**config.mk**
```make
export PLATFORM = sky130hd
export DESIGN_NAME = etc_front_flat
export DESIGN_NICKNAME = d
export VERILOG_FILES = /design/src/etc_pkg.sv /design/src/etc_if.sv /design/src/etc_front.sv /design/src/flat_wrapper.sv
export SDC_FILE = /design/constraint.sdc
export NUM_CORES = 1
export LEC_CHECK = 0
export BUFFER_PORTS_ARGS = -buffer_cell sky130_fd_sc_hd__buf_2
export CAP_MARGIN = 25
export CELL_PAD_IN_SITES_DETAIL_PLACEMENT = 1
export CELL_PAD_IN_SITES_GLOBAL_PLACEMENT = 1
export CORE_UTILIZATION = 40
export DETAILED_ROUTE_END_ITERATION = 10
export PLACE_DENSITY_LB_ADDON = 0.15
export SETUP_SLACK_MARGIN = 0.15
export SLEW_MARGIN = 20
export SYNTH_ARGS = -nofsm -noshare
export SYNTH_HDL_FRONTEND = slang
export SYNTH_SLANG_ARGS = --single-unit
export TNS_END_PERCENT = 30
```
**constraint.sdc**
```tcl
create_clock -name clock -period 5.3 [get_ports clock]
set_input_delay 1.59 -clock clock [delete_from_list [all_inputs] [get_ports clock]]
set_output_delay 1.59 -clock clock [all_outputs]
set_load 0.05 [all_outputs]
```
**src/etc_pkg.sv**
```systemverilog
package etc_pkg;

   // Table geometry and counter widths
   localparam int TABLE_ENTRIES = 256;
   localparam int IDX_W         = $clog2(TABLE_ENTRIES);
   localparam int CNT_W         = $clog2(TABLE_ENTRIES + 1);
   localparam int PKT_W         = 32;
   localparam int BYTE_W        = 48;
   localparam int LEN_W         = 16;
   localparam int ADDR_W        = 32;
   localparam int PORT_W        = 16;
   localparam int KEY_W         = 1 + ADDR_W + PORT_W;

   // Fixed widths of the result fields
   localparam int SLOT_OUT_W = 8;
   localparam int PKT_OUT_W  = 32;
   localparam int BYTE_OUT_W = 48;

   localparam logic [7:0] PROTO_TCP = 8'd6;
   localparam logic [7:0] PROTO_UDP = 8'd17;

   localparam logic [1:0] KIND_TCP   = 2'd0;
   localparam logic [1:0] KIND_UDP   = 2'd1;
   localparam logic [1:0] KIND_OTHER = 2'd2;

   localparam logic [1:0] ST_UPDATED  = 2'd0;
   localparam logic [1:0] ST_INSERTED = 2'd1;
   localparam logic [1:0] ST_FULL     = 2'd2;
   localparam logic [1:0] ST_NOTCNT   = 2'd3;

   // One classified packet, as queued between front and back
   typedef struct packed {
      logic              other;
      logic              udp;
      logic [ADDR_W-1:0] src_address;
      logic [PORT_W-1:0] source_port;
      logic [ADDR_W-1:0] dst_address;
      logic [PORT_W-1:0] dest_port;
      logic [LEN_W-1:0]  frame_length;
   } job_type;

   // Counters of one table entry
   typedef struct packed {
      logic [PKT_W-1:0]  tx_p;
      logic [BYTE_W-1:0] tx_b;
      logic [PKT_W-1:0]  rx_p;
      logic [BYTE_W-1:0] rx_b;
   } stats_type;

   // Queue handshake between front and back
   typedef struct packed {
      logic    valid;
      job_type job;
   } queue_head_type;

endpackage

```
**src/etc_if.sv**
```systemverilog
interface etc_req_if;
   logic        valid;
   logic        ready;
   logic [7:0]  ip_protocol;
   logic [31:0] src_address;
   logic [15:0] source_port;
   logic [31:0] dst_address;
   logic [15:0] dest_port;
   logic [15:0] frame_length;

   modport source (output valid, ip_protocol, src_address, source_port, dst_address,
                   dest_port, frame_length, input ready);
   modport sink (input valid, ip_protocol, src_address, source_port, dst_address,
                 dest_port, frame_length, output ready);
endinterface


```
**src/etc_front.sv**
```systemverilog
module etc_front (
   input  logic                    clock,
   input  logic                    reset,
   etc_req_if.sink                 req_ch,
   output etc_pkg::queue_head_type head,
   input  logic                    pop
);

   etc_pkg::job_type job;
   etc_pkg::job_type q_ff [2];
   logic             wr_ptr_ff, wr_ptr_in;
   logic             rd_ptr_ff, rd_ptr_in;
   logic [1:0]       count_ff, count_in;
   logic             push;

   // Classify the packet by protocol
   always_comb begin
      job.other        = (req_ch.ip_protocol != etc_pkg::PROTO_TCP) &&
                         (req_ch.ip_protocol != etc_pkg::PROTO_UDP);
      job.udp          = (req_ch.ip_protocol == etc_pkg::PROTO_UDP);
      job.src_address  = req_ch.src_address;
      job.source_port  = req_ch.source_port;
      job.dst_address  = req_ch.dst_address;
      job.dest_port    = req_ch.dest_port;
      job.frame_length = req_ch.frame_length;
   end

   assign req_ch.ready = (count_ff != 2'd2);
   assign push         = req_ch.valid && req_ch.ready;
   assign head.valid   = (count_ff != 2'd0);
   assign head.job     = q_ff[rd_ptr_ff];

   // Two-entry queue pointers
   always_comb begin
      wr_ptr_in = wr_ptr_ff ^ push;
      rd_ptr_in = rd_ptr_ff ^ pop;
      count_in  = count_ff + {1'b0, push} - {1'b0, pop};
   end

   always_ff @(posedge clock) begin
      if (reset) begin
         wr_ptr_ff <= 1'b0;
         rd_ptr_ff <= 1'b0;
         count_ff  <= 2'd0;
      end else begin
         wr_ptr_ff <= wr_ptr_in;
         rd_ptr_ff <= rd_ptr_in;
         count_ff  <= count_in;
      end
   end

   always_ff @(posedge clock) begin
      if (push) begin
         q_ff[wr_ptr_ff] <= job;
      end
   end

endmodule

```
**src/flat_wrapper.sv**
```systemverilog
// flat-port wrapper written by rule: the top's interface ports become plain ports
module etc_front_flat 
  (clock, reset, head, pop, req_ch_valid, req_ch_ip_protocol, req_ch_src_address, req_ch_source_port, req_ch_dst_address, req_ch_dest_port, req_ch_frame_length, req_ch_ready);
  etc_req_if req_ch_i ();
  input  logic clock;
  input  logic reset;
  output etc_pkg::queue_head_type head;
  input  logic pop;
  input wire logic [$bits(req_ch_i.valid)-1:0] req_ch_valid;
  input wire logic [$bits(req_ch_i.ip_protocol)-1:0] req_ch_ip_protocol;
  input wire logic [$bits(req_ch_i.src_address)-1:0] req_ch_src_address;
  input wire logic [$bits(req_ch_i.source_port)-1:0] req_ch_source_port;
  input wire logic [$bits(req_ch_i.dst_address)-1:0] req_ch_dst_address;
  input wire logic [$bits(req_ch_i.dest_port)-1:0] req_ch_dest_port;
  input wire logic [$bits(req_ch_i.frame_length)-1:0] req_ch_frame_length;
  output wire logic [$bits(req_ch_i.ready)-1:0] req_ch_ready;
  assign req_ch_i.valid = req_ch_valid;
  assign req_ch_i.ip_protocol = req_ch_ip_protocol;
  assign req_ch_i.src_address = req_ch_src_address;
  assign req_ch_i.source_port = req_ch_source_port;
  assign req_ch_i.dst_address = req_ch_dst_address;
  assign req_ch_i.dest_port = req_ch_dest_port;
  assign req_ch_i.frame_length = req_ch_frame_length;
  assign req_ch_ready = req_ch_i.ready;
  etc_front u_core (.clock(clock), .reset(reset), .req_ch(req_ch_i), .head(head), .pop(pop));
endmodule
```
==> flow_metrics.py <==
metrics = {
    "run_status": {
        "outcome": "complete, no violations",
    },
    "cts": {
        "clkSlewWorstSetupHoldPaths_ns": 0.06,
        "cts_max_level": 1,
        "postCtsSetupBuffers": 0,
        "ctsHoldBuffers": 0,
        "numCtsBuffers": 25,
        "cts_resized": 0,
        "cts_tree": "yes",
        "clk_path_buf_depth": 3,
        "cts_sinks": 232,
        "cts-root-buf": "clkbuf_16",
        "clkLatencyLatePin_ns": 0.51,
    },
    "synth": {
        "ys_ff_latch": 232,
        "muxShareOfSynthArea": 0.172,
        "synth_warnings": 0,
        "synth_cell_types": 24,
        "synth_edf_count": 228,
        "synthCells": 384,
        "synth_nets": 510,
        "syn-cell-area_um2": 8680,
        "synth_xor_area_frac": 0.00101,
        "synth.avg_cell_area_um2": 22.6,
        "async_reset_ff_frac": 0,
        "yosys.area_share.simple": 0.0107,
        "synth_top_family_by_area": "multiplexers",
        "synthAdderAreaFrac": 0.00288,
        "synth_compound_area_frac": 0.00231,
        "yosysSeqAreaShare": 0.798,
        "ys.flop_type": "edfxtp_1",
    },
    "critical_path": {
        "r2r_slack_ns": 3.08,
        "timing_worst_setup_path_type": "reg2out",
        "worstPathRequired_ns": 3.71,
        "crit_arrival_ns": 2.53,
        "path_max_fanout": 52,
        "cp-end-kind": "output port",
        "critPathLaunchType": "flop",
    },
    "die": {
        "pin_count": 240,
        "fp.dieH_um": 149,
        "die-area_um2": 22300,
        "die_x_um": 149,
        "initial_core_util": 0.410,
        "row_count": 53,
        "coreArea_um2": 21200,
    },
    "sta": {
        "relSlewSlack": 0.359,
        "fin_setup_tns_ns": 0,
        "clock_skew_ns": 0.00780,
        "tightest_slew_ns": 0.962,
        "setup_slack_ns": 1.18,
        "hold_viol_final": 0,
        "slew_viol_final": 0,
        "max_freq_mhz": 243,
        "min_period_ns": 4.12,
        "setup_violations": 0,
        "rsz0062_at_grt": "no",
        "fin_crit_sh": 0.777,
    },
    "global_routing": {
        "grt_start_max_net_pins": 67,
        "grt_pass1_wl_mm": 25.7,
        "antenna_found_initial": 2,
        "grt_overflow": 0,
        "track_usage": 0.151,
        "grt_pass1_vias": 4786,
    },
    "final_layout": {
        "layout_commonest_cell": "buf_2",
        "finalNetCount": 767,
        "drive_gt1_frac": 0.599,
        "syn2layout_area_growth_pct": 26.2,
        "mostFrequentLayoutCells": "239 x buf_2, 228 x edfxtp_1, 65 x mux2_2",
    },
    "routing": {
        "vias_per_cell": 4.67,
        "vias": 4375,
        "wirelength_mm": 17.0,
        "wl_per_cell_um": 18.2,
        "dr.pass1.iters": 4,
        "drc": 0,
        "ant_nets": 0,
        "drt_iter0_drc": 151,
    },
    "power": {
        "power.density_nw_per_um2": 438,
        "ir_worst_vdd_uv": 344,
        "cellLeakagePower_nw": 4.17,
    },
    "place": {
        "place_congestion": 0.708,
        "dp_hpwl_mm": 11.3,
        "portBuffers": 239,
        "dp_slack_ns": 1.69,
    },
    "worst_hold_path": {
        "hold_path.class": "reg2reg",
    },
    "job": {
        "max-cap-violations": 0,
    },
}
[power by group]
| group | internal (W) | switching [W] |
|---|---|---|
| sequential | 0.00221 | 0.0000568 |
| clock | 0.000911 | 0.000663 |
| combinational | 0.000284 | 0.000673 |
| total | 0.00340 | 0.00139 |
[state kept, by name (all words and copies together), names as in the netlist]
name	count
u_core.q_ff	228
u_core.wr_ptr_ff	1
u_core.count_ff	2
u_core.rd_ptr_ff	1
[Yosys cell counts, types with 2 or more instances]
library cell  number  area, um2
inv_1              2       7.51
ha_1               2       25.0
buf_6              7       78.8
buf_2              6       30.0
nor2_1             4       15.0
dfxtp_1            4       80.1
edfxtp_1         228       6850
mux2_2            65        732
a21o_1             2       15.0
mux2_4            50        751
[worst paths after layout]
kind	startpoint	end	cells after the start
worst min register to register	u_core.wr_ptr_ff$_SDFF_PP0_	u_core.wr_ptr_ff$_SDFF_PP0_	3
worst max-delay path	u_core.rd_ptr_ff$_SDFF_PP0_	head[1]	3
worst max register to register	u_core.count_ff[0]$_SDFF_PP0_	u_core.q_ff[0][90]$_DFFE_PP_	4
worst min-delay path	u_core.wr_ptr_ff$_SDFF_PP0_	u_core.wr_ptr_ff$_SDFF_PP0_	3
[worst max-delay path, stage by stage, from the launching register on]
cell     delay [ns]
dfxtp_4        0.94
buf_4          0.45
mux2_2         0.38
buf_2          0.21
[cell type report]
| type | count | area [um2] |
|---|---|---|
| fillers | 2022 | 10200 |
| flip-flops and latches | 232 | 6930 |
| multi-input cells | 137 | 1660 |
| repair buffers | 243 | 1260 |
| clock buffers | 36 | 697 |
| well taps | 275 | 344 |
| clock inverters | 9 | 48.8 |
| inverters | 2 | 7.51 |
| diodes | 2 | 5.00 |
[layer usage]
| metal | up-vias | GRT usage | share of wire |
|---|---|---|---|
| met3 | 34 | 0.0599 | 0.10 |
| met1 | 2123 | 0.182 | 0.40 |
| met4 | 0 | 0.0403 | 0.019 |
| li1 | 2051 | - | - |
| met2 | 167 | 0.251 | 0.48 |
| met5 | - | 0 | 0 |
[metrics by stage]
step	hold slack [ns]	cells	util	power, W	instance area (um2)
after floorplan	0.521	384	-	0.00304	8680
after global placement	0.578	889	0.482	0.00326	10200
after detailed placement	0.600	889	0.482	0.00328	10200
after CTS	0.608	934	0.518	0.00486	10900
after global routing	0.640	934	0.518	0.00498	10900
final	0.601	936	0.518	0.00480	11000
[cell families (layout without fill, tap and decap cells)]
| group | count (synthesis) | after routing |
|---|---|---|
| AOI/OAI and AO/OA | 3 | 3 |
| xor gates and xnor gates | 1 | 1 |
| adders and majority gates | 2 | 2 |
| buffers and inverters | 15 | 290 |
| DFF | 232 | 232 |
| muxes | 116 | 116 |
| other | 0 | 2 |
| and+or+nand+nor | 15 | 15 |
No activity file was read; power rests on OpenSTA's default activity.
